<file path="config.mk">
export PLATFORM = sky130hd
export DESIGN_NAME = tinyjambu_aead_core
export DESIGN_NICKNAME = d
export VERILOG_FILES = /design/src/design/tj_pkg.sv /design/src/design/tj_nlfsr.sv /design/src/design/tj_ctrl.sv /design/src/design/tinyjambu_aead_core.sv
export SDC_FILE = /design/constraint.sdc
export NUM_CORES = 1
export LEC_CHECK = 0
export BUFFER_PORTS_ARGS = -buffer_cell sky130_fd_sc_hd__buf_2
export CAP_MARGIN = 25
export CELL_PAD_IN_SITES_DETAIL_PLACEMENT = 0
export CELL_PAD_IN_SITES_GLOBAL_PLACEMENT = 1
export CORE_ASPECT_RATIO = 1.4
export CORE_MARGIN = 3
export CORE_UTILIZATION = 46
export DETAILED_ROUTE_END_ITERATION = 7
export PLACE_DENSITY_LB_ADDON = 0.1
export SYNTH_ARGS = -nofsm -noshare
export SYNTH_HDL_FRONTEND = slang
export SYNTH_SLANG_ARGS = --single-unit
</file>
<file path="constraint.sdc">
create_clock -name clk -period 7.56 [get_ports clk]
set_clock_uncertainty 0.15 [all_clocks]
set_input_delay 1.134 -clock clk [delete_from_list [all_inputs] [get_ports clk]]
set_output_delay 1.134 -clock clk [all_outputs]
set_load 0.05 [all_outputs]
</file>
<file path="src/design/tj_pkg.sv">
// ----------------------------------------------------------------------------
// TinyJAMBU-128 AEAD package
// Shared constants, operation codes and control types for the AEAD core.
// ----------------------------------------------------------------------------
`default_nettype none

package tj_pkg;

	localparam int P1024 = 1024;
	localparam int P640 = 640;
	localparam int STEPS_PER_ROUND = 32;
	localparam int ROUNDS_LONG = P1024 / STEPS_PER_ROUND;
	localparam int ROUNDS_SHORT = P640 / STEPS_PER_ROUND;
	localparam int RND_W = $clog2(ROUNDS_LONG);
	localparam int WORD_W = 32;
	localparam int KEY_W = 128;

	typedef enum logic [2:0] {
		OP_START = 3'd0,
		OP_NONCE = 3'd1,
		OP_AD    = 3'd2,
		OP_TEXT  = 3'd3,
		OP_FINAL = 3'd4
	} op_t;

	typedef enum logic [1:0] {
		CFG_KEY_LOW   = 2'd0,
		CFG_KEY_HIGH  = 2'd1,
		CFG_DIRECTION = 2'd2
	} cfg_idx_t;

	localparam logic [2:0] FRAME_NONCE = 3'd1;
	localparam logic [2:0] FRAME_AD    = 3'd3;
	localparam logic [2:0] FRAME_TEXT  = 3'd5;
	localparam logic [2:0] FRAME_FINAL = 3'd7;

	typedef enum logic [2:0] {
		CMD_HOLD,
		CMD_CLEAR,
		CMD_FRAME,
		CMD_ROUND,
		CMD_ABSORB
	} nlfsr_cmd_t;

	typedef struct packed {
		nlfsr_cmd_t cmd;
		logic [2:0] frame;
		logic [1:0] key_sel;
	} nlfsr_ctl_t;

	typedef enum logic [1:0] {
		RES_NONE,
		RES_TEXT,
		RES_TAG0,
		RES_TAG1
	} res_sel_t;

	typedef struct packed {
		logic     busy;
		res_sel_t res_sel;
		logic     save_tag0;
	} ctrl_stat_t;

	typedef enum logic [1:0] {
		S_IDLE,
		S_RUN,
		S_POST,
		S_TAG1
	} state_t;

endpackage

`default_nettype wire

</file>
<file path="src/design/tj_nlfsr.sv">
// ----------------------------------------------------------------------------
// TinyJAMBU NLFSR state
// 128-bit state held as four 32-bit words; one 32-step round per cycle when commanded.
// ----------------------------------------------------------------------------
`default_nettype none

module tj_nlfsr import tj_pkg::*; (
	input  wire logic              clk,
	input  wire logic              arst_n,
	input  wire nlfsr_ctl_t        ctl,
	input  wire logic [KEY_W-1:0]  key,
	input  wire logic [WORD_W-1:0] abs_w3,
	input  wire logic [1:0]        abs_w1,
	output logic      [WORD_W-1:0] w2
);

	logic [WORD_W-1:0] w_q [4];
	logic [WORD_W-1:0] key_word;
	logic [WORD_W-1:0] t1;
	logic [WORD_W-1:0] t2;
	logic [WORD_W-1:0] t3;
	logic [WORD_W-1:0] t4;
	logic [WORD_W-1:0] fb;

	always_comb begin
		key_word = key[{ctl.key_sel, 5'd0} +: WORD_W];
		t1 = {w_q[2][14:0], w_q[1][31:15]};
		t2 = {w_q[3][5:0], w_q[2][31:6]};
		t3 = {w_q[3][20:0], w_q[2][31:21]};
		t4 = {w_q[3][26:0], w_q[2][31:27]};
		fb = w_q[0] ^ t1 ^ ~(t2 & t3) ^ t4 ^ key_word;
	end

	always_ff @(posedge clk or negedge arst_n) begin
		if (!arst_n) begin
			for (int i = 0; i < 4; i++) begin
				w_q[i] <= '0;
			end
		end else begin
			case (ctl.cmd)
				CMD_CLEAR: begin
					for (int i = 0; i < 4; i++) begin
						w_q[i] <= '0;
					end
				end
				CMD_FRAME: begin
					w_q[1][6:4] <= w_q[1][6:4] ^ ctl.frame;
				end
				CMD_ROUND: begin
					w_q[0] <= w_q[1];
					w_q[1] <= w_q[2];
					w_q[2] <= w_q[3];
					w_q[3] <= fb;
				end
				CMD_ABSORB: begin
					w_q[3] <= w_q[3] ^ abs_w3;
					w_q[1][1:0] <= w_q[1][1:0] ^ abs_w1;
				end
				default: begin
				end
			endcase
		end
	end

	assign w2 = w_q[2];

endmodule

`default_nettype wire

</file>
<file path="src/design/tj_ctrl.sv">
// ----------------------------------------------------------------------------
// TinyJAMBU sequencer
// Per item: clear or frame, permutation rounds, then absorb and/or result load.
// ----------------------------------------------------------------------------
`default_nettype none

module tj_ctrl import tj_pkg::*; (
	input  wire logic       clk,
	input  wire logic       arst_n,
	input  wire logic       item_valid,
	input  wire logic [2:0] op,
	input  wire logic       out_free,
	output nlfsr_ctl_t      ctl,
	output ctrl_stat_t      stat
);

	state_t           state_q;
	state_t           state_d;
	logic [RND_W-1:0] rnd_q;
	logic [RND_W-1:0] rnd_d;
	logic             long_q;
	logic             long_d;
	logic             fin2_q;
	logic             fin2_d;
	op_t              op_q;
	op_t              op_d;
	logic             rnd_last;

	always_ff @(posedge clk or negedge arst_n) begin
		if (!arst_n) begin
			state_q <= S_IDLE;
			rnd_q <= '0;
			long_q <= 1'b0;
			fin2_q <= 1'b0;
			op_q <= OP_START;
		end else begin
			state_q <= state_d;
			rnd_q <= rnd_d;
			long_q <= long_d;
			fin2_q <= fin2_d;
			op_q <= op_d;
		end
	end

	always_comb begin
		rnd_last = long_q ? (rnd_q == RND_W'(ROUNDS_LONG - 1))
			: (rnd_q == RND_W'(ROUNDS_SHORT - 1));
		state_d = state_q;
		rnd_d = rnd_q;
		long_d = long_q;
		fin2_d = fin2_q;
		op_d = op_q;
		ctl.cmd = CMD_HOLD;
		ctl.frame = '0;
		ctl.key_sel = rnd_q[1:0];
		stat.busy = (state_q != S_IDLE);
		stat.res_sel = RES_NONE;
		stat.save_tag0 = 1'b0;
		case (state_q)
			S_IDLE: begin
				if (item_valid) begin
					rnd_d = '0;
					fin2_d = 1'b0;
					case (op)
						OP_START: begin
							ctl.cmd = CMD_CLEAR;
							long_d = 1'b1;
							op_d = OP_START;
							state_d = S_RUN;
						end
						OP_NONCE: begin
							ctl.cmd = CMD_FRAME;
							ctl.frame = FRAME_NONCE;
							long_d = 1'b0;
							op_d = OP_NONCE;
							state_d = S_RUN;
						end
						OP_AD: begin
							ctl.cmd = CMD_FRAME;
							ctl.frame = FRAME_AD;
							long_d = 1'b0;
							op_d = OP_AD;
							state_d = S_RUN;
						end
						OP_TEXT: begin
							ctl.cmd = CMD_FRAME;
							ctl.frame = FRAME_TEXT;
							long_d = 1'b1;
							op_d = OP_TEXT;
							state_d = S_RUN;
						end
						OP_FINAL: begin
							ctl.cmd = CMD_FRAME;
							ctl.frame = FRAME_FINAL;
							long_d = 1'b1;
							op_d = OP_FINAL;
							state_d = S_RUN;
						end
						default: begin
						end
					endcase
				end
			end
			S_RUN: begin
				ctl.cmd = CMD_ROUND;
				rnd_d = rnd_q + 1'b1;
				if (rnd_last) begin
					state_d = S_POST;
				end
			end
			S_POST: begin
				case (op_q)
					OP_NONCE, OP_AD: begin
						ctl.cmd = CMD_ABSORB;
						state_d = S_IDLE;
					end
					OP_TEXT: begin
						if (out_free) begin
							ctl.cmd = CMD_ABSORB;
							stat.res_sel = RES_TEXT;
							state_d = S_IDLE;
						end
					end
					OP_FINAL: begin
						if (!fin2_q) begin
							stat.save_tag0 = 1'b1;
							ctl.cmd = CMD_FRAME;
							ctl.frame = FRAME_FINAL;
							long_d = 1'b0;
							rnd_d = '0;
							fin2_d = 1'b1;
							state_d = S_RUN;
						end else if (out_free) begin
							stat.res_sel = RES_TAG0;
							state_d = S_TAG1;
						end
					end
					default: begin
						state_d = S_IDLE;
					end
				endcase
			end
			S_TAG1: begin
				if (out_free) begin
					stat.res_sel = RES_TAG1;
					state_d = S_IDLE;
				end
			end
			default: begin
				state_d = S_IDLE;
			end
		endcase
	end

endmodule

`default_nettype wire

</file>
<file path="src/design/tinyjambu_aead_core.sv">
// Start and text items run 32 rounds, nonce and AD items 20, finalize 32
// and then 20. A text result is loaded when its rounds end and the output is
// free; the two tag halves follow the second run of rounds. No new item is
// taken before the last is done. The round unit does 32 NLFSR steps per cycle
// while rounds run. Reset clears the state, key and direction.
// ----------------------------------------------------------------------------
// TinyJAMBU-128 AEAD core
// Keyed NLFSR with item sequencing, text and tag results and tag compare.
// ----------------------------------------------------------------------------
`default_nettype none

module tinyjambu_aead_core import tj_pkg::*; (
	input  wire logic        clk,
	input  wire logic        arst_n,
	input  wire logic        cfg_we,
	input  wire logic [1:0]  cfg_index,
	input  wire logic [63:0] cfg_data,
	input  wire logic        item_valid,
	output logic             item_stall,
	input  wire logic [2:0]  op,
	input  wire logic [31:0] data_word,
	input  wire logic [2:0]  byte_count,
	input  wire logic [63:0] expected_tag,
	output logic             result_valid,
	input  wire logic        result_stall,
	output logic [31:0]      data_out,
	output logic [2:0]       out_bytes,
	output logic             tag_ok,
	output logic             last
);

	logic [63:0]       key_low_q;
	logic [63:0]       key_high_q;
	logic              dir_q;
	logic [2:0]        op_q;
	logic [31:0]       data_q;
	logic [1:0]        n_q;
	logic [63:0]       exp_q;
	logic [31:0]       tag0_q;
	logic              res_valid_q;
	logic [31:0]       data_out_q;
	logic [2:0]        out_bytes_q;
	logic              tag_ok_q;
	logic              last_q;
	logic              accept;
	logic              out_free;
	logic [31:0]       mask;
	logic [2:0]        cnt;
	logic [31:0]       text_res;
	logic [31:0]       plain;
	logic [31:0]       abs_w3;
	logic [1:0]        abs_w1;
	logic              tag_match;
	logic [WORD_W-1:0] w2;
	nlfsr_ctl_t        ctl;
	ctrl_stat_t        stat;

	always_ff @(posedge clk or negedge arst_n) begin
		if (!arst_n) begin
			key_low_q <= '0;
			key_high_q <= '0;
			dir_q <= 1'b0;
		end else if (cfg_we) begin
			case (cfg_index)
				CFG_KEY_LOW: key_low_q <= cfg_data;
				CFG_KEY_HIGH: key_high_q <= cfg_data;
				CFG_DIRECTION: dir_q <= cfg_data[0];
				default: begin
				end
			endcase
		end
	end

	assign item_stall = stat.busy;
	assign accept = item_valid && !item_stall;
	assign out_free = !res_valid_q || !result_stall;

	always_ff @(posedge clk) begin
		if (accept) begin
			op_q <= op;
			data_q <= data_word;
			n_q <= byte_count[1:0];
			exp_q <= expected_tag;
		end
		if (stat.save_tag0) begin
			tag0_q <= w2;
		end
	end

	always_comb begin
		case (n_q)
			2'd1: mask = 32'h0000_00ff;
			2'd2: mask = 32'h0000_ffff;
			2'd3: mask = 32'h00ff_ffff;
			default: mask = 32'hffff_ffff;
		endcase
		cnt = (n_q == 2'd0) ? 3'd4 : {1'b0, n_q};
		text_res = (w2 ^ data_q) & mask;
		plain = dir_q ? text_res : (data_q & mask);
		case (op_q)
			OP_NONCE: abs_w3 = data_q;
			OP_AD: abs_w3 = data_q & mask;
			OP_TEXT: abs_w3 = plain;
			default: abs_w3 = '0;
		endcase
		abs_w1 = (op_q == OP_AD || op_q == OP_TEXT) ? n_q : 2'd0;
		tag_match = ({w2, tag0_q} == exp_q);
	end

	tj_ctrl u_ctrl (
		.clk        (clk),
		.arst_n     (arst_n),
		.item_valid (item_valid),
		.op         (op),
		.out_free   (out_free),
		.ctl        (ctl),
		.stat       (stat)
	);

	tj_nlfsr u_nlfsr (
		.clk    (clk),
		.arst_n (arst_n),
		.ctl    (ctl),
		.key    ({key_high_q, key_low_q}),
		.abs_w3 (abs_w3),
		.abs_w1 (abs_w1),
		.w2     (w2)
	);

	always_ff @(posedge clk or negedge arst_n) begin
		if (!arst_n) begin
			res_valid_q <= 1'b0;
		end else if (stat.res_sel != RES_NONE) begin
			res_valid_q <= 1'b1;
		end else if (!result_stall) begin
			res_valid_q <= 1'b0;
		end
	end

	always_ff @(posedge clk) begin
		case (stat.res_sel)
			RES_TEXT: begin
				data_out_q <= text_res;
				out_bytes_q <= cnt;
				tag_ok_q <= 1'b0;
				last_q <= 1'b1;
			end
			RES_TAG0: begin
				data_out_q <= tag0_q;
				out_bytes_q <= 3'd4;
				tag_ok_q <= tag_match;
				last_q <= 1'b0;
			end
			RES_TAG1: begin
				data_out_q <= w2;
				out_bytes_q <= 3'd4;
				tag_ok_q <= tag_match;
				last_q <= 1'b1;
			end
			default: begin
			end
		endcase
	end

	assign result_valid = res_valid_q;
	assign data_out = data_out_q;
	assign out_bytes = out_bytes_q;
	assign tag_ok = tag_ok_q;
	assign last = last_q;

endmodule

`default_nettype wire

</file>
After elaboration in Yosys (flattened, before gate mapping). Cells that the tools add are included.

Bits in registers: 440.

Add/sub/neg operators: 1. Equality and inequality tests: 37. Shift operators: 1. Mux-type cells: 57. Bitwise logic cells: 12. Reduce and logical (&&, ||, !) cells: 36.

Operators by type and width (count): 32-bit case mux with 3 select lines (4); 32-bit bitwise XOR (6); 128-bit by 8-bit indexed part select with 32-bit output (1); 57-bit case mux with 2 select lines (1); 32-bit AND (3); 64-bit == test (1); 32-bit case mux with 2 select lines (1); 32-bit 2-to-1 mux (1); 32-bit inverter (1); 3-bit case mux with 3 select lines (3); 3-bit by 2-bit == test with 1-bit output, second input constant (8); 2-bit 2-to-1 mux (10); 5-bit 2-to-1 mux (4); 2-bit case mux with 2 select lines (5); 3-bit case mux with 5 select lines (1); 5-bit case mux with 3 select lines (1); 2-bit == test, second input constant (7); 3-bit by 1-bit == test with 1-bit output, second input constant (4); 1-bit 2-to-1 mux (12); 3-bit case mux with 2 select lines (2); 3-bit case mux with 4 select lines (1); 2-bit nonzero test (6); 3-bit nonzero test (4); 5-bit == test, second input constant (2); 28 further kinds (55).

Longest topological paths before layout.
Depth after elaboration: 9. Mapped depth: 8. Mapped depth without buffers: 7.

By module. Synthesis repeated with hierarchy kept, for this count alone.

Cell total of the unflattened synthesis: 1605. Area, all modules: 21266.6 sq um.

Modules (own cells, without submodules): tinyjambu_aead_core (times used 1, cells each 854, area each 12502.0 sq um, seq. area each 8358.0 sq um); tj_nlfsr (times used 1, cells each 655, area each 7972.6 sq um, seq. area each 3203.1 sq um); tj_ctrl (times used 1, cells each 96, area each 792.0 sq um, seq. area each 300.3 sq um).

Worst setup path before layout. No wires, ideal clock.

Path type: input -> register. From: input item_valid. To: register u_nlfsr.w_q[70] (netlist name). Data arrival time: 4.296 ns. Path slack: 3.027 ns. Stages on the path: 6. Cell sequence: nand2b_1 > or2_2 > inv_1 > o21ai_0 > a21o_1 > o211ai_1.

Word-level cells in the longest chain between the ends: 4. Elaborated cells on any way between the ends: 9. Classes of those cells: eq/ne (3); mux (4); bitwise (1); reduce/logical (1).

Ends and longest elaborated chain: start, declared (RTL line tinyjambu_aead_core.sv:18) `input wire logic item_valid,`; 6-bit 2-to-1 mux * (RTL line tj_ctrl.sv:61) `if (item_valid) begin`; 3-bit case mux with 3 select lines or 3-bit case mux with 2 select lines (tied branches) (RTL line tj_ctrl.sv:59) `case (state_q)`; 3-bit by 2-bit == test with 1-bit output (tied with other cells) (RTL line tj_nlfsr.sv:40) `case (ctl.cmd)`; 3-bit case mux with 3 select lines or 3-bit nonzero test (tied branches); end, declared (RTL line tj_nlfsr.sv:17) `logic [WORD_W-1:0] w_q [4];`.

Mark *: on every way between the ends. The rest lies on a longest branch, timed or not. A chain may end at the register's enable or synchronous reset.

Final worst setup path.
From: register u_ctrl.state_q[0]. To: register u_nlfsr.w_q, in the netlist u_nlfsr.t4[27].

Word-level cells in the longest chain between the ends: 4. Elaborated cells on any way between the ends: 9. Classes of those cells: eq/ne (5); mux (2); reduce/logical (2).

Ends and longest elaborated chain: start, declared (RTL line tj_ctrl.sv:17) `state_t state_q;`; start signal, assigned (RTL line tj_ctrl.sv:37) `state_q <= state_d;`; 2-bit == test (tied with other cells) (RTL line tj_ctrl.sv:59); 3-bit case mux with 3 select lines * (RTL line tj_ctrl.sv:59); 3-bit == test (tied with other cells) (RTL line tj_nlfsr.sv:40); 32-bit case mux with 3 select lines or 3-bit nonzero test (tied branches).

Marked as above.

==> out/qor.txt <==
status -> complete, no violations
initial antenna violation count -> 0
Final Hold Fails -> 0
slowest CP cell -> nor2b_4
post-synthesis average cell area -> 13.3 µm²
largest net degree at the start of global routing -> 166
Hold Path End -> u_nlfsr.w_q[74]
setup violators final -> 0
leakage power total -> 9.99 nW
Tightest Hold Check Type -> register to register
most frequent cells in the layout -> dfrtp_1 (269), buf_2 (209), edfxtp_1 (170), mux2_2 (129), nand2_1 (92)
Max Fclk -> 304 MHz
Root Buffer -> clkbuf_16
Final Critical Period -> 3290 ps
Slew headroom -> 35.9%
top post-synthesis cells by area -> dfrtp_1 (32%), edfxtp_1 (24%), mux2_2 (6.9%)
CTS Hold Bufs -> 0
GPL Wtd Cong -> 0.852
RSZ-0062 raised after global routing -> false
GRT overflow -> 0
commonest non-fill, non-tap cell in the layout -> dfrtp_1
Netlist cell types -> 75
hold depth -> 2
vias in the first global route -> 13900
Vias -> 13800
FP Rows -> 91
Die ar. -> 0.0482 mm²
CP bufs+invs -> 1
chip height -> 259 µm
share of flip-flops with an asynchronous set or reset -> 61.4%
post-route cell area -> 0.0240 mm²
CTS resizes -> 0
antenna cells -> 0
Non-Filler Instances -> 2382
CTS tree -> built
Syn-to-layout area delta -> 14.7%
kind of critical path -> register to register
register bit total from synthesis -> 440
top-area cell type share of the netlist area -> 32.2%
synthesized area -> 0.0210 mm²
final-stage net count -> 1920
Max-Cap Viols -> 0
Pre-Repair DR Iteration Count -> 5
Cells after Synth -> 1576
most frequently used flop master after synthesis -> dfrtp_1
min-delay src -> u_nlfsr.w_q[74]
total power per unit cell area -> 416 mW/mm²
# IOs -> 212
Worst setup SP type -> register
slew of the pin with the lowest slew margin -> 961 ps
Inst Count DP -> 2300
DRT Wirelength -> 58.3 mm
Syn. warnings -> 0
clock-pin transition on the worst setup and hold timing paths -> 60 ps
Final Slew Violations -> 0
Worst path max stage delay -> 870 ps
Setup Fix Bufs, Post-CTS -> 0
Period Utilization, post-route -> 43.5%
Top delay family on crit path -> simple AND/OR/NAND/NOR gates
Post-route DRC -> 0
RR Startpoint -> u_ctrl.state_q[0]
endpoint of the lowest-slack register-to-register path -> u_nlfsr.t4[27]
Vias/cell -> 5.79
Initial Utilization -> 47.1%
first-pass GRT wire length -> 88.5 mm
port buffer count -> 210
DR WL/cell -> 24.5 µm
Synth area leader -> dfrtp_1
Worst EP arrival -> 3660 ps
Placed Area -> 0.0225 mm²
core area -> 0.0445 mm²
CP Data Required Time -> 7930 ps
Setup Total Neg Slack -> 0 ps
crit path capture type -> register
r2r worst-path depth -> 6
ratio of cells with drive above 1 in the final layout -> 28.6%
Clock Sinks -> 440
post-DP HPWL -> 39.9 mm
H-tree depth -> 2
FF-to-FF setup slack -> 4270 ps
Total GRT Usage -> 24.1%
Syn Nets -> 1753
EDFF count, synth -> 170
CP cell instances -> nor2b_4 -> buf_4 -> and2_0 -> mux2i_1 -> a21oi_1 -> o2bb2a_2
largest fanout on the critical path -> 74
sequential fraction of the synthesis area -> 56.6%
Chip Width -> 186 µm
worst-skew pair later-pin latency -> 590 ps
Peak VDD IR -> 280 µV
total CTS buffers -> 45
Post-DRT Antenna Nets -> 0
Iter 0 DRT Violations -> 1165
CTS Buffer Depth -> 3
[layer usage]
| layer | part of all wire, % | track usage [%] | vias up |
|---|---|---|---|
| met5 | 0 | 0 | - |
| met1 | 42 | 32.0 | 6958 |
| li1 | - | - | 6277 |
| met3 | 6.3 | 5.13 | 95 |
| met4 | 4.2 | 9.69 | 0 |
| met2 | 47 | 39.1 | 455 |
[report_power, final]
part / switching [mW] / internal, mW / total, mW
sequential: 0.762 / 3.21 / 3.97
combinational: 2.04 / 1.64 / 3.69
clock: 0.955 / 1.39 / 2.34
total: 3.76 / 6.24 / 10.0
[final cells by class]
class                      instances  area, µm²
clock inverter                    22        302
timing repair buffer             228       1240
fill                            3760      20500
multi-input combinational       1002       8550
inverter                          26        100
tap                              604        756
clock buffer                      60       1230
sequential                       440      11900
[through the flow]
stage	worst slack, ps	power (mW)	utilization [%]	hold slack [ps]
after floorplan	3030	6.55	-	270
after global placement	4000	7.64	50.4	318
after detailed placement	3970	7.73	50.6	329
after CTS	4240	10.1	54.0	341
after global routing	3990	10.6	54.0	364
final	4270	10.0	54.0	337
[state kept, by name, indices dropped and copies added, names as in the netlist, 2 cells and up]
name            flops
u_nlfsr.t4          6
data_q             32
u_nlfsr.w2         32
u_nlfsr.t1         17
u_ctrl.state_q      2
key_low_q          64
u_nlfsr.t3         15
n_q                 2
exp_q              64
data_out           32
key_high_q         64
u_ctrl.rnd_q        5
u_nlfsr.w_q        52
op_q                3
out_bytes           3
tag0_q             32
u_nlfsr.t2          6
u_ctrl.op_q         3
[synth_stat cells (4+ instances only)]
master,count
buf_2,20
nand3_1,19
mux4_2,32
xor2_1,32
edfxtp_1,170
xnor3_1,30
inv_1,26
o21a_1,6
mux2_2,129
o21ai_0,86
a32o_1,4
nor2_1,46
a211oi_1,9
nor3_1,4
o211a_1,5
a21o_1,11
nand2b_1,7
and3_1,16
nand4_1,16
mux2i_1,22
a31oi_1,6
nor2b_1,29
a21oi_1,41
xnor2_1,82
nor4b_1,10
buf_1,5
nor4_1,10
o22ai_1,9
nor3b_1,13
nand3b_1,4
a221o_1,29
buf_4,5
o211ai_1,6
and4b_1,11
nand2_1,92
o31ai_1,4
and2_1,14
clkbuf_1,72
a221oi_1,15
ha_1,4
and2_0,10
a31o_2,5
dfrtp_1,270
a22o_1,74
o2bb2a_2,21
[cell families (layout without fill, tap and decap cells)]
logic type / Yosys count / in the layout / synth area share [%]
AOI/OAI and AO/OA: 359 / 359 / 12.9
DFF: 440 / 440 / 56.6
xor gates and xnor gates: 144 / 144 / 7.99
and+or+nand+nor: 312 / 312 / 8.08
adders and majority gates: 4 / 4 / 0.239
muxes: 183 / 183 / 11.4
buffers and inverters: 134 / 336 / 2.81
[worst max-delay path by stage]
stage                     slack [ps]               from              end  depth (start not counted)
after floorplan                 3030         item_valid  u_nlfsr.w_q[70]                          6
after global placement          4000              op[1]  u_nlfsr.w_q[64]                          6
after detailed placement        3970              op[1]  u_nlfsr.w_q[64]                          6
after CTS                       4240  u_ctrl.state_q[0]   u_nlfsr.t3[23]                          6
after global routing            3990  u_ctrl.state_q[0]  u_nlfsr.w_q[29]                          6
final                           4270  u_ctrl.state_q[0]   u_nlfsr.t4[27]                          6
[worst min-delay path: stages (launching register included)]
cell and delay (ps):
dfrtp_1 340, nand2_1 50, o21ai_0 60
No activity file was read; power rests on OpenSTA's default activity.
